--- src/design/spq_pkg.sv ---
// ----------------------------------------------------------------------------
// spq_pkg
// Shared types and codes for the sorted-insert priority queue: the request
// and result payloads, the operation codes and the controller states.
// ----------------------------------------------------------------------------
package spq_pkg;

  // Operation codes carried in the func field of a request.
  typedef enum logic [1:0] {
    FUNC_INSERT  = 2'd0,
    FUNC_REVERSE = 2'd1,
    FUNC_DUMP    = 2'd2,
    FUNC_CLEAR   = 2'd3
  } func_t;

  localparam int unsigned VALUE_W = 32;
  localparam int unsigned COUNT_W = 6;

  // One request item.
  typedef struct packed {
    func_t                      func;
    logic signed [VALUE_W-1:0]  new_value;
  } request_t;

  // One result item.
  typedef struct packed {
    logic signed [VALUE_W-1:0]  entry_value;
    logic                       entry_valid;
    logic                       last;
    logic                       status;
    logic [COUNT_W-1:0]         count;
  } result_t;

  // Controller states.
  typedef enum logic [1:0] {
    ST_IDLE = 2'd0,
    ST_EXEC = 2'd1,
    ST_DUMP = 2'd2
  } state_t;

  // Commands from the controller to the datapath.
  typedef struct packed {
    logic load;        // capture the accepted request
    logic apply;       // run a single-result operation and emit its result
    logic dump_start;  // clear the dump sweep counter
    logic dump_step;   // rotate the cells once, emitting an entry in the window
  } spq_cmd_t;

  // Status from the datapath to the controller.
  typedef struct packed {
    func_t func;       // operation of the captured request
    logic  empty;      // no entries held
    logic  full;       // every cell holds an entry
    logic  out_free;   // output register can take a result this cycle
    logic  dump_done;  // dump sweep is on its final rotation
  } spq_sts_t;

endpackage

--- src/design/spq_ctrl.sv ---
// ----------------------------------------------------------------------------
// spq_ctrl
// Controller state machine: accepts a request, then sequences either one
// single-result operation or the full rotation sweep of a dump.
// ----------------------------------------------------------------------------
module spq_ctrl (
  input  logic              clk,
  input  logic              rst,
  input  logic              request_valid,
  output logic              request_ready,
  input  spq_pkg::spq_sts_t sts,
  output spq_pkg::spq_cmd_t cmd
);
  import spq_pkg::*;

  state_t state;
  state_t state_next;

  // State register.
  always_ff @(posedge clk) begin
    if (rst) begin
      state <= ST_IDLE;
    end else begin
      state <= state_next;
    end
  end

  // Next state and commands.
  always_comb begin
    state_next    = state;
    cmd           = '0;
    request_ready = 1'b0;
    case (state)
      ST_IDLE: begin
        request_ready = 1'b1;
        if (request_valid) begin
          cmd.load   = 1'b1;
          state_next = ST_EXEC;
        end
      end
      ST_EXEC: begin
        if (sts.func == FUNC_DUMP && !sts.empty) begin
          cmd.dump_start = 1'b1;
          state_next     = ST_DUMP;
        end else if (sts.out_free) begin
          cmd.apply  = 1'b1;
          state_next = ST_IDLE;
        end
      end
      ST_DUMP: begin
        if (sts.out_free) begin
          cmd.dump_step = 1'b1;
          if (sts.dump_done) begin
            state_next = ST_IDLE;
          end
        end
      end
      default: begin
        state_next = ST_IDLE;
      end
    endcase
  end

endmodule

--- src/design/spq_datapath.sv ---
// ----------------------------------------------------------------------------
// spq_datapath
// Row of compare-and-shift cells with head and tail copies, entry count,
// a reversed-order flag, the dump sweep counter and the output register.
// ----------------------------------------------------------------------------
module spq_datapath #(
  parameter int unsigned DEPTH = 32
) (
  input  logic              clk,
  input  logic              rst,
  input  spq_pkg::request_t request,
  input  spq_pkg::spq_cmd_t cmd,
  output spq_pkg::spq_sts_t sts,
  output logic              result_valid,
  input  logic              result_ready,
  output spq_pkg::result_t  result
);
  import spq_pkg::*;

  localparam int unsigned CW = $clog2(DEPTH + 1);
  localparam int unsigned KW = $clog2(DEPTH);

  // Cells: logical order is physical 0..count-1, or count-1..0 when rev is set.
  logic signed [VALUE_W-1:0] cells [DEPTH];
  logic signed [VALUE_W-1:0] head;
  logic signed [VALUE_W-1:0] tail;
  logic [CW-1:0]             count;
  logic                      rev;
  request_t                  op;
  logic [KW-1:0]             k;
  result_t                   out_data;
  logic                      out_valid;

  logic                      out_free;
  logic                      full;
  logic                      empty;
  logic [DEPTH-1:0]          ge;
  logic [DEPTH-1:0]          m_fwd;
  logic [DEPTH-1:0]          g_rev;
  logic [DEPTH-1:0]          beyond;
  logic [DEPTH-1:0]          pre;
  logic [DEPTH-1:0]          suf;
  logic [DEPTH-1:0]          shift_mask;
  logic [DEPTH-1:0]          first_mask;
  logic                      lt_head;
  logic                      at_front;
  logic                      at_tail;
  logic                      none_hit;
  logic                      do_insert;
  logic                      dump_emit;
  logic                      dump_last;
  logic [CW:0]               k_ext;
  logic [CW:0]               n_ext;

  assign out_free = !out_valid || result_ready;
  assign full     = (count >= CW'(DEPTH));
  assign empty    = (count == '0);

  assign sts.func      = op.func;
  assign sts.empty     = empty;
  assign sts.full      = full;
  assign sts.out_free  = out_free;
  assign sts.dump_done = (k == KW'(DEPTH - 1));

  assign result_valid = out_valid;
  assign result       = out_data;

  // Per-cell compares and the insert shift mask (thermometer, set from the
  // insertion point upward in physical order).
  always_comb begin
    for (int j = 0; j < DEPTH; j++) begin
      ge[j]     = !(cells[j] < op.new_value);
      beyond[j] = (CW'(j) >= count);
      m_fwd[j]  = ge[j] && (j >= 1) && !beyond[j];
      g_rev[j]  = ge[j] && ((CW + 1)'(j) + (CW + 1)'(1) < (CW + 1)'(count));
    end
    pre = m_fwd;
    suf = g_rev;
    for (int d = 1; d < DEPTH; d = d * 2) begin
      pre = pre | (pre << d);
      suf = suf | (suf >> d);
    end
    lt_head  = op.new_value < head;
    at_front = empty || lt_head;
    none_hit = rev ? !(|g_rev) : !(|m_fwd);
    at_tail  = empty || (!at_front && none_hit);
    if (at_front) begin
      shift_mask = rev ? beyond : '1;
    end else begin
      shift_mask = rev ? ~suf : (pre | beyond);
    end
    first_mask = shift_mask & ~{shift_mask[DEPTH-2:0], 1'b0};
  end

  assign do_insert = cmd.apply && (op.func == FUNC_INSERT) && !full;

  // Dump sweep: a full rotation of all cells; entries leave from the fixed
  // end cell while the sweep counter is inside the window of stored entries.
  assign k_ext = (CW + 1)'(k);
  assign n_ext = (CW + 1)'(count);
  always_comb begin
    if (rev) begin
      dump_emit = (k_ext + n_ext >= (CW + 1)'(DEPTH));
      dump_last = (k == KW'(DEPTH - 1));
    end else begin
      dump_emit = (k_ext < n_ext);
      dump_last = (k_ext + (CW + 1)'(1) == n_ext);
    end
  end

  // Cell array: insert shift or dump rotation.
  always_ff @(posedge clk) begin
    if (do_insert) begin
      for (int j = 0; j < DEPTH; j++) begin
        if (shift_mask[j]) begin
          cells[j] <= first_mask[j] ? op.new_value : cells[(j + DEPTH - 1) % DEPTH];
        end
      end
    end else if (cmd.dump_step) begin
      for (int j = 0; j < DEPTH; j++) begin
        cells[j] <= rev ? cells[(j + DEPTH - 1) % DEPTH] : cells[(j + 1) % DEPTH];
      end
    end
  end

  // Captured request, head and tail copies, and the sweep counter.
  always_ff @(posedge clk) begin
    if (cmd.load) begin
      op <= request;
    end
    if (do_insert) begin
      if (at_front) begin
        head <= op.new_value;
      end
      if (at_tail) begin
        tail <= op.new_value;
      end
    end else if (cmd.apply && op.func == FUNC_REVERSE && count >= CW'(2)) begin
      head <= tail;
      tail <= head;
    end
    if (cmd.dump_start) begin
      k <= '0;
    end else if (cmd.dump_step) begin
      k <= k + KW'(1);
    end
  end

  // Control state: entry count and order flag.
  always_ff @(posedge clk) begin
    if (rst) begin
      count <= '0;
      rev   <= 1'b0;
    end else if (cmd.apply) begin
      case (op.func)
        FUNC_INSERT: begin
          if (!full) begin
            count <= count + CW'(1);
          end
        end
        FUNC_REVERSE: begin
          if (count >= CW'(2)) begin
            rev <= !rev;
          end
        end
        FUNC_CLEAR: begin
          count <= '0;
          rev   <= 1'b0;
        end
        default: begin
        end
      endcase
    end
  end

  // Output register.
  always_ff @(posedge clk) begin
    if (rst) begin
      out_valid <= 1'b0;
    end else if (cmd.apply || (cmd.dump_step && dump_emit)) begin
      out_valid <= 1'b1;
    end else if (result_ready) begin
      out_valid <= 1'b0;
    end
  end

  always_ff @(posedge clk) begin
    if (cmd.apply) begin
      out_data.entry_value <= '0;
      out_data.entry_valid <= 1'b0;
      out_data.last        <= 1'b1;
      out_data.status      <= (op.func == FUNC_INSERT) && full;
      case (op.func)
        FUNC_INSERT: out_data.count <= COUNT_W'(full ? count : count + CW'(1));
        FUNC_CLEAR:  out_data.count <= '0;
        default:     out_data.count <= COUNT_W'(count);
      endcase
    end else if (cmd.dump_step && dump_emit) begin
      out_data.entry_value <= rev ? cells[DEPTH-1] : cells[0];
      out_data.entry_valid <= 1'b1;
      out_data.last        <= dump_last;
      out_data.status      <= 1'b0;
      out_data.count       <= COUNT_W'(count);
    end
  end

endmodule

--- src/design/sorted_insert_priority_queue.sv ---
// ----------------------------------------------------------------------------
// sorted_insert_priority_queue
// Bounded list of signed values with insert, reverse, dump and clear.
// ----------------------------------------------------------------------------
// Usage: a request carries func and new_value on a valid/ready channel; each
// request yields its results on the result channel, also valid/ready.
// Insert, reverse, clear and a dump of an empty list load their one result
// into the output register from the execute state once the register is free;
// a new request is accepted only after the controller is back in idle.
// Insert compares the value against every cell at once and shifts all cells
// above the insertion point together.
// An insert into a full list is dropped and reported with status set.
// Dump sweeps the cells through one full rotation, emitting the count stored
// entries and returning the cells to their original places.
// Reverse only flips an order flag and swaps the head and tail copies.
// A result waits in the output register while the receiver stalls; each
// single-result operation and each rotation step of a dump holds until the
// register is free.
// Reset empties the list and drops any pending result.
// ----------------------------------------------------------------------------
module sorted_insert_priority_queue #(
  parameter int unsigned DEPTH = 32
) (
  input  logic              clk,
  input  logic              rst,
  input  logic              request_valid,
  output logic              request_ready,
  input  spq_pkg::request_t request,
  output logic              result_valid,
  input  logic              result_ready,
  output spq_pkg::result_t  result
);
  import spq_pkg::*;

  spq_cmd_t cmd;
  spq_sts_t sts;

  spq_ctrl u_ctrl (
    .clk           (clk),
    .rst           (rst),
    .request_valid (request_valid),
    .request_ready (request_ready),
    .sts           (sts),
    .cmd           (cmd)
  );

  spq_datapath #(
    .DEPTH (DEPTH)
  ) u_datapath (
    .clk          (clk),
    .rst          (rst),
    .request      (request),
    .cmd          (cmd),
    .sts          (sts),
    .result_valid (result_valid),
    .result_ready (result_ready),
    .result       (result)
  );

  // A dumped entry never carries the dropped-insert flag.
  assert property (@(posedge clk) disable iff (rst)
    result_valid |-> !(result.entry_valid && result.status))
    else $error("dumped entry flagged as dropped insert");

  // An insert is dropped only when the list is full.
  assert property (@(posedge clk) disable iff (rst)
    (cmd.apply && sts.func == FUNC_INSERT && !sts.full) |=> !result.status)
    else $error("insert dropped while list had room");

  // Results that carry no entry always close their request.
  assert property (@(posedge clk) disable iff (rst)
    (result_valid && !result.entry_valid) |-> result.last)
    else $error("non-entry result without last");

  // The controller never issues a single-result command during a sweep step, nor a load together with either.
  assert property (@(posedge clk) disable iff (rst)
    !(cmd.apply && cmd.dump_step) && !(cmd.load && (cmd.apply || cmd.dump_step)))
    else $error("conflicting datapath commands");

endmodule

--- config.mk ---
export PLATFORM = sky130hd
export DESIGN_NAME = sorted_insert_priority_queue
export DESIGN_NICKNAME = d
export VERILOG_FILES = /design/src/design/spq_pkg.sv /design/src/design/spq_ctrl.sv /design/src/design/spq_datapath.sv /design/src/design/sorted_insert_priority_queue.sv
export SDC_FILE = /design/constraint.sdc
export NUM_CORES = 2
export LEC_CHECK = 0
export BUFFER_PORTS_ARGS = -buffer_cell sky130_fd_sc_hd__buf_4
export CORE_ASPECT_RATIO = 1.25
export CORE_MARGIN = 2
export CORE_UTILIZATION = 59
export CTS_CLUSTER_DIAMETER = 40
export DETAILED_ROUTE_END_ITERATION = 8
export PLACE_DENSITY_LB_ADDON = 0.05
export SLEW_MARGIN = 20
export SYNTH_ARGS = -nofsm -noshare
export SYNTH_HDL_FRONTEND = slang
export SYNTH_SLANG_ARGS = --single-unit
--- constraint.sdc ---
create_clock -name clk -period 6.5 [get_ports clk]
set_input_delay 1.3 -clock clk [delete_from_list [all_inputs] [get_ports clk]]
set_output_delay 1.3 -clock clk [all_outputs]
set_load 0.02 [all_outputs]
# After elaboration in Yosys (flattened, before gate mapping)
# Memory sizes are Yosys's and may differ from the RTL's.
# Cells that the tools add are included.
# word_totals
register_bits,154
ram_bits,1024
wordCells,568
mem_count,1
# memory_table
name,depth,word_bits,rd,rd_ports_with_merged_regs,wr,line,rtl
u_datapath.cells,32,32,32,0,32,spq_datapath.sv:24,logic signed [VALUE_W-1:0] cells [DEPTH];
# op_classes
add_sub_neg,4
n_lt_le_gt_ge,101
eq_ne,14
n_mux,230
bitwise_logic,46
n_reduce_logical,158
# ops
cell,count
$mux W32,106
$lt A32 B32 Y1,33
$or A32 B32 Y32,6
$mux W1,112
$ge A5 B6 Y1 const A,16
$lt A5 B6 Y1 const A,16
$logic_and A1 B1 Y1,71
$logic_not A1 Y1,70
$not A32 Y32,2
$ge A4 B6 Y1 const A,8
$lt A4 B6 Y1 const A,8
$and A32 B32 Y32,1
$or A1 B1 Y1,32
$or A32 B16 Y32,1
$or A32 B24 Y32,1
$or A32 B28 Y32,1
$or A32 B30 Y32,1
$or A32 B31 Y32,1
$reduce_or A32 Y1,1
$reduce_or A31 Y1,1
$ge A3 B6 Y1 const A,4
$lt A3 B6 Y1 const A,4
$mux W7,2
$ge A1 B6 Y1 const A,2
31 further kinds,53

# Longest topological paths before layout
# An unclocked memory read counts as a cell.
# logic_depth
word_depth,16
ltp_mapped,21
depth_no_buf,15

# By module
# A second synthesis with hierarchy kept.
# hier_totals
hier_cells,7845
area_unflattened_um2,80747.4
# by_module_without_submodules
mod,n_inst,cells_per_inst,area_each_um2,seq_area_each_um2
spq_datapath,1,7828,80601.1,34843.4
spq_ctrl,1,17,146.4,40.0

# Least setup slack after synthesis
# OpenSTA, ideal clock, no wires.
# synth_path
path_type,register to register
from,register u_datapath.op[25] (netlist bit)
to,"register u_datapath.tail[0], enable pin"
setup_ns,0.466
arrival_time_ns,6.353
required_ns,6.034
setup_slack_ns,-0.319
stages_incl_launch_ff,17
path_buffers,1
period_less_slack_ns,6.819
path_cell_list,edfxtp_1 > clkbuf_1 > inv_1 > ha_1 > a21o_1 > a221o_1 > a221oi_1 > o21ai_0 > nor2_1 > o21bai_1 > a311oi_2 > nand3_1 > or2_1 > or3_1 > a21oi_1 > a21oi_1 > o21ai_0
# synth_between
elab_chain_len,10
elab_cells_between_ends,139
# synth_rtl
item,line,rtl
from (decl),spq_datapath.sv:29,request_t op;
from (signal assigned),spq_datapath.sv:129,op <= request;
$lt A32 B32 Y1,spq_datapath.sv:72,ge[j] = !(cells[j] < op.new_value);
$logic_not A1 Y1,spq_datapath.sv:72,
$logic_and A1 B1 Y1 (on tied branches),"spq_datapath.sv:75, spq_datapath.sv:74",
$reduce_or A32 Y1 / $reduce_or A31 Y1 (equally long branches),spq_datapath.sv:85,none_hit = rev ? !(|g_rev) : !(|m_fwd);
$logic_not A1 Y1,spq_datapath.sv:85,
$mux W1,spq_datapath.sv:85,
$logic_and A1 B1 Y1 (*),spq_datapath.sv:86,at_tail = empty || (!at_front && none_hit);
$logic_or A1 B1 Y1 (*),spq_datapath.sv:86,
$ne A2 B1 Y1 (no source line) (*),-,
$reduce_and A2 Y1 (no source line) (*),-,
to (signal assigned),spq_datapath.sv:136,tail <= op.new_value;
to (decl),spq_datapath.sv:26,logic signed [VALUE_W-1:0] tail;
# Mark *: on every way between the ends. The rest lies on a longest branch, timed or not.
# A chain may end at the register's enable or synchronous reset.

==> impl_metrics.ini <==
[cts]
clock-sinks = 1178
cts_inserted_buffers = 166
htree_num_levels = 4
clock_path_buffers = 3
clk_latency_ps = 850
postCtsSetupRepairBufs = 0
path_clk_slew_ps = 60
cts_root_buf = clkbuf_16
cts_tree = built

[timing]
fin_crit_ps = 6200
hold_violations = 0
finalCritPeriodShare = 0.954
clock_skew_ps = 45.0
relSlewSlack = 0.124
rsz0062_at_grt = false
fmax_mhz = 161
setup_viol = 0
tns_ps = 0
slew_violations = 0
tightestPinTransition_ps = 1310

[finish]
final_cell_area_sq_mm = 0.0904
final_util = 0.666
final_common_cell = edfxtp_1
drive_above_1_share = 0.160
stdcell_count = 9863
nets = 9027
mostFrequentLayoutCells = edfxtp_1, ha_1, nand2_1, nor2_1, a21oi_1
area_delta_synth_final_pct = 11.7
multi_input_area_sq_mm = 0.0426
nFillCells = 10691
seq_area_sq_mm = 0.0349

[pwr]
vdd_drop_max_v = 0.000267
power_mw = 20.3
p_per_area_mw_per_mm2 = 225
leakage_nw = 35.0

[drt]
antenna_left = 0
drc = 0
wirelength_um = 342000
firstDrtPassIters = 9
viasPerCell = 7.45
drt-initial-drc-count = 10540
wire_per_inst_um = 34.7
via_count = 73527

[synthesis]
yosysTopAreaCellShare = 0.419
syn_nets = 8971
synth_cells = 7890
synthArstFlopShare = 0
ys_ff_latch = 1178
synth-seq-area-share = 0.431
synth_area_leader_cell = edfxtp_1
netlist_area_sq_mm = 0.0810
syn_avg_cell_area_sq_um = 10.3
synth-edff-count = 1129
synth_cell_type_count = 107
ys_warn_count = 0
ys.flop_type = edfxtp_1
synth_area_leaders = edfxtp_1, ha_1, o221a_2

[critical_path]
worst-path-max-fanout = 32
arrival_ps = 6900
cp-start-kind = flip-flop
worstSetupEndpointType = flip-flop
cp_top_family = simple AND/OR/NAND/NOR gates
worst-path-buf-inv = 3
crit_type = flip-flop to flip-flop
path_cells = inv_4, buf_4, ha_1, nand4_1, nor4_1, a311oi_1, a311oi_1, nor2_1, xor2_1, o2bb2a_1, nand4_4, or3_1, or3_1, a21o_1, nand2_1, buf_4, o221a_2
max_stage_delay_ps = 730
cpMaxStageDelayCell = a311oi_1
worst_ep_required_time_ps = 7200

[placed_design]
dp.cells = 9537
dpl_cell_area_sq_mm = 0.0848
port_buffers = 80
hpwl_um = 246000
place_congestion = 1.01

[global_routing]
grt_pass1_vias = 69721
grt_start_max_net_pins = 155
track_usage = 0.478
grt_overflow = 0
grt_pass1_wl_um = 486000
antenna_found_initial = 15

[worst_hold_path]
holdCritPathClass = flip-flop to flip-flop

[run_status]
status = completed

[floorplan]
die_h_um = 418
start_util = 0.596
core_area_sq_mm = 0.136
num_io_pins = 81
die-area_sq_mm = 0.140
die_w_um = 335
rows = 151

[flow_run]
drv_cap = 0
where the power goes:
part           internal (mW)  switching (mW)  leakage [nW]  total, mW
registers               8.45           0.195          10.6       8.64
logic                  0.754            1.57          21.7       2.32
clock network           5.37            3.99          2.69       9.36
total                   14.6            5.75          35.0       20.3
synth_stat cells, types with 31 or more instances:
| cell type | instances |
|---|---|
| nand2_1 | 781 |
| nand4_1 | 124 |
| a222oi_1 | 32 |
| dfxtp_1 | 49 |
| a21oi_1 | 575 |
| o32ai_1 | 35 |
| nor4_1 | 35 |
| o21ai_0 | 280 |
| a221oi_1 | 69 |
| a211oi_1 | 144 |
| nor2b_1 | 40 |
| o21a_1 | 136 |
| o31ai_1 | 43 |
| nor3_1 | 78 |
| or3_1 | 115 |
| o22ai_1 | 236 |
| edfxtp_1 | 1129 |
| mux2i_1 | 43 |
| inv_1 | 427 |
| nand3_1 | 106 |
| nand2b_1 | 50 |
| nor2_1 | 705 |
| o221a_2 | 389 |
| buf_2 | 80 |
| and4_1 | 32 |
| a22oi_1 | 34 |
| ha_1 | 1042 |
| a31oi_1 | 31 |
| a21o_1 | 82 |
| o22a_1 | 98 |
| a221oi_2 | 31 |
| clkbuf_1 | 384 |
final cells by class:
type	instances	area share
Multi-Input combinational cell	5761	0.471
Sequential cell	1178	0.386
Clock buffer	181	0.0466
Timing Repair Buffer	409	0.0385
Tap cell	1759	0.0243
Inverter	430	0.0179
Clock inverter	131	0.0155
Antenna cell	14	0.000388
state kept, by name (all words and copies together), names as in the netlist:
name and flops:
u_datapath.cells 1024, u_datapath.result 41, u_datapath.head 32, u_datapath.op 32
u_datapath.tail 32, u_datapath.count 6, u_datapath.k 5, u_ctrl.state 2
u_datapath.sts 2, u_datapath.result_valid 1, u_datapath.rev 1
metrics by stage:
step | setup slack [ps] | hold slack [ps]
final | 302 | 452
after CTS | 219 | 454
after detailed placement | 246 | 446
after global placement | 378 | 430
after floorplan | 10.2 | 492
after global routing | 215 | 494
worst min-delay path, cell delays in order, from the launching register on:
cell and delay, ps:
dfxtp_1 310, nand2_1 60, nand2_1 40
routing by layer:
metal  up-vias  wire, um  global-route usage
met3      1614     47800               0.178
met5         -        95                   0
met2      5864    143000               0.690
met4        12     34000               0.392
li1      30846         -                   -
met1     35191    118000               0.569
final timing paths:
path / start / endpoint / slack (ps) / cells past startpoint
worst min-delay path: u_datapath.result[8] / u_datapath.result[8] / 450 / 2
worst max register to register: u_datapath.op[8] / u_datapath.cells[0][896] / 300 / 17
worst max-delay path: u_datapath.op[8] / u_datapath.cells[0][896] / 300 / 17
worst min register to register: u_datapath.result[8] / u_datapath.result[8] / 450 / 2
cell families after synthesis:
logic type	share of synthesized area
fa+ha+maj	0.161
compound gates	0.231
simple gates	0.122
xor+xnor	0.00227
mux	0.00546
buf+inv	0.0470
flops	0.431
what timing repair did:
action	4_1_cts	5_1_grt
endpoints found under the setup margin	0	42
resized for setup	0	2
hold buffers	0	0
endpoints found under the hold margin	0	0
Note: power is estimated with default switching activity, not from simulation.
